[src/rtl/core/lwfs_pkg.sv]
`timescale 1ns / 1ps
package lwfs_pkg;

  // opcodes of the input item
  localparam logic [1:0] OP_WINDOW = 2'd0;
  localparam logic [1:0] OP_PIXEL  = 2'd1;
  localparam logic [1:0] OP_FILL   = 2'd2;
  localparam logic [1:0] OP_TICK   = 2'd3;

  // controller commands
  localparam logic [7:0] CMD_COLUMN_SET   = 8'h2A;
  localparam logic [7:0] CMD_PAGE_SET     = 8'h2B;
  localparam logic [7:0] CMD_MEMORY_WRITE = 8'h2C;

  localparam int CoordW = 10;
  localparam int CountW = 17;
  localparam int ColorW = 16;
  localparam int StepW  = 6;

  localparam logic [CountW-1:0] COUNT_MAX = '1;

  // window command sequence ends on this step (memory write)
  localparam logic [StepW-1:0] WINDOW_LAST_STEP = 6'd10;

  typedef enum logic {
    KIND_WINDOW,
    KIND_PIXEL
  } kind_e;

  // one classified job handed from the front to the back
  typedef struct packed {
    kind_e              kind;
    logic [CoordW-1:0]  c0;
    logic [CoordW-1:0]  c1;
    logic [CoordW-1:0]  r0;
    logic [CoordW-1:0]  r1;
    logic [CountW-1:0]  count;
    logic [ColorW-1:0]  color;
    logic [StepW-1:0]   last_step;
    logic               fill_active;
  } job_t;

  // 8-bit rgb to rgb565
  function automatic logic [ColorW-1:0] pack565(input logic [7:0] r, input logic [7:0] g,
                                                input logic [7:0] b);
    return {r[7:3], g[7:2], b[7:3]};
  endfunction

endpackage

[src/rtl/core/lwfs_front.sv]
`timescale 1ns / 1ps
module lwfs_front
  import lwfs_pkg::*;
#(
  parameter int SCREEN_WIDTH  = 240,
  parameter int SCREEN_HEIGHT = 320,
  parameter int MAX_REPEAT    = 32
) (
  input  logic              clk_i,
  input  logic              rst_ni,
  input  logic              in_valid_i,
  output logic              in_ready_o,
  input  logic [1:0]        opcode_i,
  input  logic [CoordW-1:0] x_a_i,
  input  logic [CoordW-1:0] y_a_i,
  input  logic [CoordW-1:0] x_b_i,
  input  logic [CoordW-1:0] y_b_i,
  input  logic [7:0]        red_i,
  input  logic [7:0]        green_i,
  input  logic [7:0]        blue_i,
  input  logic [5:0]        repeat_req_i,
  output logic              push_valid_o,
  input  logic              push_ready_i,
  output job_t              push_job_o
);

  localparam logic [CoordW-1:0] XLast  = CoordW'(SCREEN_WIDTH - 1);
  localparam logic [CoordW-1:0] YLast  = CoordW'(SCREEN_HEIGHT - 1);
  localparam logic [5:0]        RepMax = 6'(MAX_REPEAT);

  logic [CoordW-1:0] xmin, xmax, ymin, ymax;
  logic [5:0]        rep_sat;

  logic              s1_valid_q;
  logic [1:0]        s1_op_q;
  logic [CoordW-1:0] c0_q, c1_q, r0_q, r1_q;
  logic [ColorW-1:0] color_q;
  logic [5:0]        rep_q;

  logic [CountW-1:0] fill_rem_q, fill_rem_d;
  logic [ColorW-1:0] fill_color_q, fill_color_d;

  logic [CoordW-1:0]   dx, dy;
  logic [2*CoordW-1:0] prod;
  logic [CountW-1:0]   count;
  logic                emits;
  logic                fire;

  // sort corners and clip to the screen
  always_comb begin
    xmin = (x_a_i < x_b_i) ? x_a_i : x_b_i;
    xmax = (x_a_i < x_b_i) ? x_b_i : x_a_i;
    ymin = (y_a_i < y_b_i) ? y_a_i : y_b_i;
    ymax = (y_a_i < y_b_i) ? y_b_i : y_a_i;
    if (xmin > XLast) xmin = XLast;
    if (xmax > XLast) xmax = XLast;
    if (ymin > YLast) ymin = YLast;
    if (ymax > YLast) ymax = YLast;
    rep_sat = (repeat_req_i > RepMax) ? RepMax : repeat_req_i;
  end

  assign in_ready_o = !s1_valid_q || fire;

  // classify stage register
  always_ff @(posedge clk_i or negedge rst_ni) begin
    if (!rst_ni) begin
      s1_valid_q <= 1'b0;
    end else if (in_ready_o) begin
      s1_valid_q <= in_valid_i;
    end
  end

  always_ff @(posedge clk_i) begin
    if (in_ready_o && in_valid_i) begin
      s1_op_q <= opcode_i;
      c0_q    <= xmin;
      c1_q    <= xmax;
      r0_q    <= ymin;
      r1_q    <= ymax;
      color_q <= pack565(red_i, green_i, blue_i);
      rep_q   <= rep_sat;
    end
  end

  // window pixel count, saturated
  always_comb begin
    dx    = c1_q - c0_q + 10'd1;
    dy    = r1_q - r0_q + 10'd1;
    prod  = {{CoordW{1'b0}}, dx} * {{CoordW{1'b0}}, dy};
    count = (prod > {3'd0, COUNT_MAX}) ? COUNT_MAX : prod[CountW-1:0];
  end

  // fill state update and job build
  always_comb begin
    fill_rem_d   = fill_rem_q;
    fill_color_d = fill_color_q;
    emits        = 1'b1;
    push_job_o   = '0;
    case (s1_op_q)
      OP_WINDOW: begin
        fill_rem_d = '0;
      end
      OP_FILL: begin
        fill_rem_d   = count;
        fill_color_d = color_q;
      end
      OP_PIXEL: begin
        emits = (rep_q != 6'd0);
      end
      OP_TICK: begin
        emits = (fill_rem_q != '0);
        if (emits) fill_rem_d = fill_rem_q - 17'd1;
      end
      default: begin
        emits = 1'b0;
      end
    endcase

    push_job_o.c0          = c0_q;
    push_job_o.c1          = c1_q;
    push_job_o.r0          = r0_q;
    push_job_o.r1          = r1_q;
    push_job_o.fill_active = (fill_rem_d != '0);
    if (s1_op_q == OP_WINDOW || s1_op_q == OP_FILL) begin
      push_job_o.kind      = KIND_WINDOW;
      push_job_o.count     = count;
      push_job_o.last_step = WINDOW_LAST_STEP;
    end else if (s1_op_q == OP_PIXEL) begin
      push_job_o.kind      = KIND_PIXEL;
      push_job_o.color     = color_q;
      push_job_o.last_step = {5'(rep_q - 6'd1), 1'b1};
    end else begin
      push_job_o.kind      = KIND_PIXEL;
      push_job_o.color     = fill_color_q;
      push_job_o.last_step = 6'd1;
    end
  end

  assign push_valid_o = s1_valid_q && emits;
  assign fire         = s1_valid_q && (!emits || push_ready_i);

  // fill state
  always_ff @(posedge clk_i or negedge rst_ni) begin
    if (!rst_ni) begin
      fill_rem_q   <= '0;
      fill_color_q <= '0;
    end else if (fire) begin
      fill_rem_q   <= fill_rem_d;
      fill_color_q <= fill_color_d;
    end
  end

endmodule

[src/rtl/core/lwfs_queue.sv]
`timescale 1ns / 1ps
module lwfs_queue
  import lwfs_pkg::*;
(
  input  logic clk_i,
  input  logic rst_ni,
  input  logic push_valid_i,
  output logic push_ready_o,
  input  job_t push_job_i,
  output logic pop_valid_o,
  input  logic pop_i,
  output job_t pop_job_o
);

  job_t       entry_q [2];
  logic       wr_ptr_q, rd_ptr_q;
  logic [1:0] fill_q;
  logic       do_push, do_pop;

  assign push_ready_o = (fill_q != 2'd2);
  assign pop_valid_o  = (fill_q != 2'd0);
  assign pop_job_o    = entry_q[rd_ptr_q];
  assign do_push      = push_valid_i && push_ready_o;
  assign do_pop       = pop_i && pop_valid_o;

  // entry storage
  always_ff @(posedge clk_i) begin
    if (do_push) entry_q[wr_ptr_q] <= push_job_i;
  end

  // pointers and occupancy
  always_ff @(posedge clk_i or negedge rst_ni) begin
    if (!rst_ni) begin
      wr_ptr_q <= 1'b0;
      rd_ptr_q <= 1'b0;
      fill_q   <= 2'd0;
    end else begin
      if (do_push) wr_ptr_q <= !wr_ptr_q;
      if (do_pop) rd_ptr_q <= !rd_ptr_q;
      if (do_push && !do_pop) begin
        fill_q <= fill_q + 2'd1;
      end else if (do_pop && !do_push) begin
        fill_q <= fill_q - 2'd1;
      end
    end
  end

endmodule

[src/rtl/core/lwfs_back.sv]
`timescale 1ns / 1ps
module lwfs_back
  import lwfs_pkg::*;
(
  input  logic              clk_i,
  input  logic              rst_ni,
  input  logic              job_valid_i,
  input  job_t              job_i,
  output logic              pop_o,
  output logic              out_valid_o,
  input  logic              out_ready_i,
  output logic              dnc_o,
  output logic [7:0]        byte_o,
  output logic              last_o,
  output logic [CountW-1:0] pixels_o,
  output logic              fill_active_o
);

  logic [StepW-1:0]  step_q;
  logic              out_valid_q;
  logic              dnc_q, last_q, fill_act_q;
  logic [7:0]        byte_q;
  logic [CountW-1:0] pixels_q;

  logic       advance, is_last;
  logic       dnc_d;
  logic [7:0] byte_d;

  assign advance = job_valid_i && (!out_valid_q || out_ready_i);
  assign is_last = (step_q == job_i.last_step);
  assign pop_o   = advance && is_last;

  // byte selection for the current step
  always_comb begin
    dnc_d  = 1'b1;
    byte_d = '0;
    if (job_i.kind == KIND_PIXEL) begin
      byte_d = step_q[0] ? job_i.color[7:0] : job_i.color[15:8];
    end else begin
      case (step_q)
        6'd0: begin
          dnc_d  = 1'b0;
          byte_d = CMD_COLUMN_SET;
        end
        6'd1: byte_d = {6'd0, job_i.c0[9:8]};
        6'd2: byte_d = job_i.c0[7:0];
        6'd3: byte_d = {6'd0, job_i.c1[9:8]};
        6'd4: byte_d = job_i.c1[7:0];
        6'd5: begin
          dnc_d  = 1'b0;
          byte_d = CMD_PAGE_SET;
        end
        6'd6: byte_d = {6'd0, job_i.r0[9:8]};
        6'd7: byte_d = job_i.r0[7:0];
        6'd8: byte_d = {6'd0, job_i.r1[9:8]};
        6'd9: byte_d = job_i.r1[7:0];
        default: begin
          dnc_d  = 1'b0;
          byte_d = CMD_MEMORY_WRITE;
        end
      endcase
    end
  end

  // step counter and output valid
  always_ff @(posedge clk_i or negedge rst_ni) begin
    if (!rst_ni) begin
      step_q      <= '0;
      out_valid_q <= 1'b0;
    end else begin
      if (advance) begin
        step_q <= is_last ? '0 : step_q + 6'd1;
      end
      if (advance) begin
        out_valid_q <= 1'b1;
      end else if (out_ready_i) begin
        out_valid_q <= 1'b0;
      end
    end
  end

  // output register
  always_ff @(posedge clk_i) begin
    if (advance) begin
      dnc_q      <= dnc_d;
      byte_q     <= byte_d;
      last_q     <= is_last;
      pixels_q   <= (is_last && job_i.kind == KIND_WINDOW) ? job_i.count : '0;
      fill_act_q <= job_i.fill_active;
    end
  end

  assign out_valid_o   = out_valid_q;
  assign dnc_o         = dnc_q;
  assign byte_o        = byte_q;
  assign last_o        = last_q;
  assign pixels_o      = pixels_q;
  assign fill_active_o = fill_act_q;

endmodule

[src/rtl/core/lcd_window_fill_sequencer.sv]
`timescale 1ns / 1ps
// Display bus sequencer: each input item (window, pixel, fill or tick) turns into a
// run of bus writes, one write per clock from the back-end output register when not
// stalled. A window or fill item gives 11 writes (column set, page set, memory write with
// the pixel count on the last write), a pixel item 2 * repeat writes (repeat capped at
// MAX_REPEAT, zero gives no writes), and a tick 2 writes while fill pixels remain, none
// otherwise. The write rate of the back end sets the throughput; the front end takes one
// item per cycle, when not stalled, into a two-entry job queue, so a new item is accepted
// while earlier writes are still going out. Corners are sorted and clipped to the screen
// before the count is formed; a window cancels a pending fill, a fill replaces it.
module lcd_window_fill_sequencer
  import lwfs_pkg::*;
#(
  parameter int SCREEN_WIDTH  = 240,
  parameter int SCREEN_HEIGHT = 320,
  parameter int MAX_REPEAT    = 32
) (
  input  logic        clk_i,
  input  logic        rst_ni,
  input  logic        s_axis_tvalid,
  output logic        s_axis_tready,
  // x_a[9:0], y_a[19:10], x_b[29:20], y_b[39:30], red[47:40], green[55:48],
  // blue[63:56], repeat_req[69:64], zero pad[71:70]
  input  logic [71:0] s_axis_tdata,
  // opcode[1:0]
  input  logic [1:0]  s_axis_tuser,
  output logic        m_axis_tvalid,
  input  logic        m_axis_tready,
  // bus_byte[7:0], pixels_expected[24:8], fill_active[25], zero pad[31:26]
  output logic [31:0] m_axis_tdata,
  // data_not_command[0]
  output logic        m_axis_tuser,
  output logic        m_axis_tlast
);

  logic              push_valid, push_ready;
  job_t              push_job;
  logic              job_valid, pop;
  job_t              job_head;
  logic [7:0]        bus_byte;
  logic [CountW-1:0] pixels;
  logic              fill_active;

  // classify and track fill state
  lwfs_front #(
    .SCREEN_WIDTH (SCREEN_WIDTH),
    .SCREEN_HEIGHT(SCREEN_HEIGHT),
    .MAX_REPEAT   (MAX_REPEAT)
  ) u_front (
    .clk_i       (clk_i),
    .rst_ni      (rst_ni),
    .in_valid_i  (s_axis_tvalid),
    .in_ready_o  (s_axis_tready),
    .opcode_i    (s_axis_tuser),
    .x_a_i       (s_axis_tdata[9:0]),
    .y_a_i       (s_axis_tdata[19:10]),
    .x_b_i       (s_axis_tdata[29:20]),
    .y_b_i       (s_axis_tdata[39:30]),
    .red_i       (s_axis_tdata[47:40]),
    .green_i     (s_axis_tdata[55:48]),
    .blue_i      (s_axis_tdata[63:56]),
    .repeat_req_i(s_axis_tdata[69:64]),
    .push_valid_o(push_valid),
    .push_ready_i(push_ready),
    .push_job_o  (push_job)
  );

  // job queue between front and back
  lwfs_queue u_queue (
    .clk_i       (clk_i),
    .rst_ni      (rst_ni),
    .push_valid_i(push_valid),
    .push_ready_o(push_ready),
    .push_job_i  (push_job),
    .pop_valid_o (job_valid),
    .pop_i       (pop),
    .pop_job_o   (job_head)
  );

  // bus write generation
  lwfs_back u_back (
    .clk_i        (clk_i),
    .rst_ni       (rst_ni),
    .job_valid_i  (job_valid),
    .job_i        (job_head),
    .pop_o        (pop),
    .out_valid_o  (m_axis_tvalid),
    .out_ready_i  (m_axis_tready),
    .dnc_o        (m_axis_tuser),
    .byte_o       (bus_byte),
    .last_o       (m_axis_tlast),
    .pixels_o     (pixels),
    .fill_active_o(fill_active)
  );

  assign m_axis_tdata = {6'd0, fill_active, pixels, bus_byte};

`ifndef SYNTHESIS
  // a stalled job in the front blocks new items
  assert property (@(posedge clk_i) disable iff (!rst_ni)
    push_valid && !push_ready |-> !s_axis_tready)
    else $error("front accepts while its job is stalled");

  // the only command that ends a run is memory write
  assert property (@(posedge clk_i) disable iff (!rst_ni)
    m_axis_tvalid && m_axis_tlast && !m_axis_tuser |-> m_axis_tdata[7:0] == CMD_MEMORY_WRITE)
    else $error("command run ends on a wrong command");

  // pixel count shows only on the closing memory write
  assert property (@(posedge clk_i) disable iff (!rst_ni)
    m_axis_tvalid && m_axis_tdata[24:8] != 17'd0 |-> m_axis_tlast && !m_axis_tuser)
    else $error("pixel count outside the closing write");
`endif

endmodule
[config.mk]
export PLATFORM = sky130hd
export DESIGN_NAME = lcd_window_fill_sequencer
export DESIGN_NICKNAME = d
export VERILOG_FILES = /design/src/rtl/core/lwfs_pkg.sv /design/src/rtl/core/lwfs_front.sv /design/src/rtl/core/lwfs_queue.sv /design/src/rtl/core/lwfs_back.sv /design/src/rtl/core/lcd_window_fill_sequencer.sv
export SDC_FILE = /design/constraint.sdc
export NUM_CORES = 1
export LEC_CHECK = 0
export BUFFER_PORTS_ARGS = -buffer_cell sky130_fd_sc_hd__buf_2
export CORE_MARGIN = 1.5
export CORE_UTILIZATION = 30
export CTS_BUF_LIST = sky130_fd_sc_hd__clkbuf_4 sky130_fd_sc_hd__clkbuf_8
export DETAILED_ROUTE_END_ITERATION = 8
export PLACE_DENSITY_LB_ADDON = 0.3
export SLEW_MARGIN = 10
export SYNTH_ARGS = -nofsm -noshare
export SYNTH_HDL_FRONTEND = slang
export SYNTH_HIERARCHICAL = 1
export SYNTH_SLANG_ARGS = --single-unit
[constraint.sdc]
create_clock -name clk_i -period 8.95 [get_ports clk_i]
set_input_delay 0.4475 -clock clk_i [delete_from_list [all_inputs] [get_ports clk_i]]
set_output_delay 0.4475 -clock clk_i [all_outputs]
set_load 0.02 [all_outputs]
==> results of run 1 <==
==> worst max-delay path, delay by kind of cell (launching register included) <==
| kind | cells | cell delay, ns |
|---|---|---|
| AO/OA/AOI/OAI | 9 | 1.88 |
| adder cells (fa/ha/maj) | 9 | 3.70 |
| buffers and inverters | 5 | 0.41 |
| XOR/XNOR | 2 | 0.87 |
| AND/OR/NAND/NOR | 5 | 0.78 |
| flip-flops | 1 | 0.43 |
==> final cells by class <==
type / count / area [um2]
multi-input cells: 1174 / 9760
diodes: 1 / 2.50
inverters: 148 / 556
repair buffers: 136 / 828
well taps: 855 / 1070
clock buffers: 74 / 931
clock inverters: 26 / 307
fillers: 6441 / 42300
flip-flops and latches: 299 / 8760
==> synthesized netlist by cell type (all sizes together) (7+ instances only) <==
library cell and instances:
edfxtp 254, inv 148, nor2 128, nand2 118, ha 114, mux2 97
a21oi 72, fa 64, and2 52, o211ai 47, dfrtp 45, xnor2 43
clkbuf 42, o21ai 40, buf 33, nand3 31, nor2b 27, mux2i 26
a21o 25, a31oi 23, nand2b 23, a211oi 20, nor3 20, o31ai 19
nand4 17, and3 16, xor2 16, or2 9, and4 8, nor4 8
o21a 8, a21boi 7, a311oi 7
==> logic make-up after synthesis <==
group           Yosys count  share of synthesized area
other cells               2                   0.000384
simple gates            477                      0.127
fa+ha+maj               178                      0.139
flops                   299                      0.448
mux                     123                     0.0844
buf+inv                 224                     0.0563
compound gates          325                      0.119
xor+xnor                 59                     0.0264
==> through the flow <==
step | hold WS [ns] | util | std cells | worst slack, ns
floorplan | 0.152 | - | 1697 | 1.16
global placement | 0.457 | 0.322 | 2592 | 0.511
CTS | 0.0128 | 0.344 | 2712 | 0.433
global route | 0.0408 | 0.345 | 2713 | 0.0704
detailed placement | 0.465 | 0.322 | 2592 | 0.426
finish | 0.0722 | 0.345 | 2713 | 0.568
==> path summary, 6_finish.rpt <==
path	endpoint	slack [ns]	depth (start not counted)	start
max	u_queue/entry_q[0][0]$_DFFE_PP_	0.57	30	u_front/c0_q[1]$_SDFFCE_PN1P_
min	u_front/rep_q[5]$_SDFFCE_PN1P_	0.07	1	s_axis_tdata[69]
max reg2reg	u_queue/entry_q[0][0]$_DFFE_PP_	0.57	30	u_front/c0_q[1]$_SDFFCE_PN1P_
min reg2reg	u_queue/entry_q[0][74]$_DFFE_PP_	0.48	0	u_front/c0_q[4]$_SDFFCE_PN0P_
max in group asynchronous	u_queue/rd_ptr_q$_DFFE_PN0P_	7.96	3	rst_ni
min in group asynchronous	u_front/fill_rem_q[11]$_DFFE_PN0P_	0.47	3	rst_ni
==> registers in the layout (all words and copies together) (netlist names), 16 cells and up <==
name	count
u_back/pixels_o	17
u_front/color_q	16
u_front/fill_color_q	16
u_front/fill_rem_q	17
u_queue/entry_q	162
==> layer usage <==
| layer | track usage | vias up | share of wire |
|---|---|---|---|
| met3 | 0.0221 | 73 | 0.051 |
| met2 | 0.215 | 370 | 0.46 |
| met5 | 0 | - | 0 |
| met4 | 0.0409 | 0 | 0.022 |
| li1 | - | 6342 | - |
| met1 | 0.188 | 6668 | 0.47 |
==> timing repair <==
action                                 4_1_cts  5_1_grt
gates resized for setup                      0        2
hold buffers                                20        0
setup endpoints to repair                    0       26
endpoints found under the hold margin       64        0
==> metrics.txt, run 1 <==
status=finished clean; Top cell by count, worst path=fa_1; post-route ant nets=0; CP Launch Type=flop; H-Tree Depth=2; row cnt=93; CTS root buf=clkbuf_8; CTS tree=yes; CTS max path bufs=3; die area=66700 um2; Total Routed Length=45.6 mm; Max-cap violations=0; synth unique cells=96; sequential cell area fraction in the yosys report=0.448; syn avg cell area=11.6 um2; postcts setup bufs=0; mapped cell area=19500 um2; synth top area cells=edfxtp_1 39%, ha_1 7.3%, fa_1 6.6%, mux2_4 6.1%, dfrtp_1 5.8%; worst-skew pair later-pin latency=0.63 ns; largest net degree at the start of global routing=65; Slew HR=0.218; Area after DPL=20800 um2; Crit path largest cell delay=0.53 ns; setup violation total in the final timing report=0; Yosys reg bits=299; CTS Sinks=299; Period minus WS final=8.38 ns; Mapped Cells=1687; crit share post-route=0.937; hpwl dp=33.0 mm; Chip Width=258 um; layout cells sized above 1=0.192; Worst Path Arrival=8.69 ns; core area=64500 um2; area grow syn2layout=13.6%; drt wl/cell=16.8 um; WP data required=9.26 ns; die height=258 um; RePlAce Congestion=0.853; Initial DRC Count=894; port bufs=97; Worst setup EP type=flop; commonest non-fill, non-tap cell in the layout=edfxtp_1; first-pass GRT wire length=72.6 mm; share of the synthesized area in the top cell type=0.390; top cell type by total area after synthesis=edfxtp_1; prevailing post-synth register cell=edfxtp_1; total congestion overflow=0; HP Class=input pin to flop; # IOs=114; Pins Over Slew Limit=0; Layout Nets=2069; Synth warnings=6; CP max FO=7; GR Util All Layers=0.135; fraction of registers with async set/reset=0.151; critical path's slowest cell=fa_1; DRT Pass-1 Iters=5; vias post-DR=13453; Post-Route Setup TNS=0 ns; Post-synth EDFFs=254; DRC violation count after routing=0; initial antenna violation count=1; via/cell ratio=4.96; worst slew pin tran=1.14 ns; final hold violations=0; Clock Pin Slew Worst Setup and Hold Paths=0.06 ns; initial core utilization=0.303; fmax=119 MHz; number of global-route vias before repair=13449; RSZ-0062 raised after global routing=false; WS Path Type=flop to flop; CTS buffer count=54; final instance area=22200 um2; worst clock skew=0.0378 ns; commonest non-fill, non-tap cells in the layout=254 x edfxtp_1, 148 x inv_1, 127 x nor2_1
Power of run 1 is left out: the tool's default activity adds up to more than one toggle a clock period on the data nets, which glitch-free logic cannot reach.
==> run 2: changes to the inputs <==
clock period = 9.6 ns   (was 8.95 ns; I/O delays follow)
==> run 2 against run 1 <==
Compared with the run above: maximum frequency decreased by 5.1%; sequential share of layout area increased by 0.22 points; routed wire length increased by 0.75%; largest cell class unchanged; critical endpoint is now u_queue/entry_q[1][0]$_DFFE_PP_; global-route usage increased by 0.16 points.
==> metrics.txt, run 2 (synthesized netlist as in run 1, its figures left out) <==
vias post-DR=13240 (-1.6%); die area=66700 um2 (unchanged); number of global-route vias before repair=13185 (-2.0%); via/cell ratio=4.89 (-1.5%); largest register by flop count=u_queue/entry_q; WS Path Type=flop to flop; commonest non-fill, non-tap cells in the layout=254 x edfxtp_1, 148 x inv_1, 127 x nor2_1; worst-skew pair later-pin latency=0.65 ns (+0.02 ns); CTS Sinks=299 (unchanged); worst clock skew=0.0391 ns (+0.00130 ns); CP Launch Point=u_front/r0_q[1]$_SDFFCE_PN1P_; CTS tree=yes; largest net degree at the start of global routing=65 (unchanged); hpwl dp=33.1 mm (+0.20%); drt wl/cell=17.0 um (+0.86%); CP max FO=12 (+5); WP data required=9.92 ns (+0.66 ns); fmax=113 MHz (-5.1%); CTS max path bufs=3 (unchanged); first-pass GRT wire length=73.4 mm (+1.2%); HP Class=input pin to flop; postcts setup bufs=0 (unchanged); CTS buffer count=54 (unchanged); row cnt=93 (unchanged); CP Launch Type=flop; RR Startpoint=u_front/r0_q[1]$_SDFFCE_PN1P_; Worst Path Arrival=9.15 ns (+0.46 ns); worst reg2reg setup slack=0.77 ns (+0.20 ns); RePlAce Congestion=0.845 (-0.86%); H-Tree Depth=2 (unchanged); Reg2Reg Depth=30 (unchanged); Chip Width=258 um (unchanged); crit share post-route=0.920 (-0.0168); initial core utilization=0.303 (unchanged); CTS root buf=clkbuf_8; area grow syn2layout=13.0%; post-route ant nets=0 (unchanged); Pins Over Slew Limit=0 (unchanged); diode count=0 (-1); Top cell by count, worst path=fa_1; max reg flops=162 (unchanged); Worst setup EP type=flop; DRT Pass-1 Iters=5 (unchanged); final hold violations=0 (unchanged); Setup crit end=u_queue/entry_q[1][0]$_DFFE_PP_; # IOs=114 (unchanged); Max-cap violations=0 (unchanged); core area=64500 um2 (unchanged); critical register-to-register path endpoint=u_queue/entry_q[1][0]$_DFFE_PP_; port bufs=97 (unchanged); Clock Pin Slew Worst Setup and Hold Paths=0.06 ns (about the same); worst slew pin tran=1.16 ns (+0.0213 ns); initial antenna violation count=1 (unchanged); Period minus WS final=8.83 ns (+0.448 ns); critical path's slowest cell=xnor2_1; Crit path largest cell delay=0.65 ns (+0.12 ns); Post-Route Setup TNS=0 ns (unchanged); DRC violation count after routing=0 (unchanged); die height=258 um (unchanged); RSZ-0062 raised after global routing=false; Slew HR=0.221 (+0.00262); Initial DRC Count=1008 (+13%); layout cells sized above 1=0.192 (-0.000332); fill count=6498 (+0.88%); total congestion overflow=0 (unchanged); commonest non-fill, non-tap cell in the layout=edfxtp_1; Total Routed Length=46.0 mm (+0.75%); Layout Nets=2065 (-0.19%); status=finished clean; GR Util All Layers=0.137 (+0.00164); setup violation total in the final timing report=0 (unchanged)
## run 2: cell types whose count changed in the layout (fill, tap and decap cells not counted), sizes merged
cell         before  now
buf             116  113
bufinv            7    2
clkbuf           74   77
clkinv           16   21
clkinvlp          2    0
diode             1    0
dlygate4sd3      20   19
inv             149  150
## run 2: critical path: cells and delay by family, from the launching register on
kind / cells / cell delay [ns]
AND/OR/NAND/NOR: 4 / 0.88
adder cells (fa/ha/maj): 9 / 3.81
buffers and inverters: 5 / 0.26
AO/OA/AOI/OAI: 11 / 2.47
XOR/XNOR: 1 / 0.65
flip-flops: 1 / 0.43
## run 2: metal layers
layer	part of all wire	track usage	vias to the layer above
met2	0.46	0.221	349
met3	0.049	0.0238	66
met1	0.47	0.189	6486
li1	-	-	6337
met5	0.00028	0	-
met4	0.017	0.0351	2
## run 2: cell type report
cell class	instances	area, um2	share of cell area
Multi-Input combinational cell	1174	9760	0.442
Sequential cell	299	8760	0.397
Tap cell	855	1070	0.0484
Clock buffer	77	966	0.0437
Timing Repair Buffer	132	800	0.0362
Inverter	148	556	0.0252
Clock inverter	25	179	0.00810
## run 2: worst min path at each step
stage / startpoint / to / slack [ns] / cells past startpoint
after floorplan: rst_ni / u_back/out_valid_o$_DFFE_PN0P_ / 0.18 / 0
after global placement: u_front/c0_q[8]$_SDFFCE_PN0P_ / u_queue/entry_q[1][78]$_DFFE_PP_ / 0.46 / 0
after detailed placement: u_front/c0_q[8]$_SDFFCE_PN0P_ / u_queue/entry_q[0][78]$_DFFE_PP_ / 0.47 / 0
after CTS: s_axis_tvalid / u_front/s1_valid_q$_DFFE_PN0N_ / 0.03 / 2
after global routing: s_axis_tvalid / u_front/s1_valid_q$_DFFE_PN0N_ / 0.06 / 2
final: s_axis_tvalid / u_front/s1_valid_q$_DFFE_PN0N_ / 0.08 / 2
## run 2: per-stage QoR
| stage | utilization | setup slack, ns | cell area (um2) | hold slack, ns | std cells |
|---|---|---|---|---|---|
| 6_report | 0.343 | 0.770 | 22100 | 0.0838 | 2710 |
| 5_1_grt | 0.343 | 0.0979 | 22100 | 0.0571 | 2710 |
| 4_1_cts | 0.343 | 0.803 | 22100 | 0.0252 | 2710 |
| 3_5_place_dp | 0.322 | 0.819 | 20700 | 0.466 | 2589 |
| 3_3_place_gp | 0.322 | 0.977 | 20700 | 0.457 | 2588 |
| 2_1_floorplan | - | 1.81 | 19600 | 0.184 | 1697 |
## run 2: timing repair
item                                    4_1_cts  5_1_grt
gates resized for setup                       0        0
hold buffers                                 19        0
endpoints found under the hold margin        63        0
endpoints found under the setup margin        0        0
Power of run 2 is left out for the same reason.
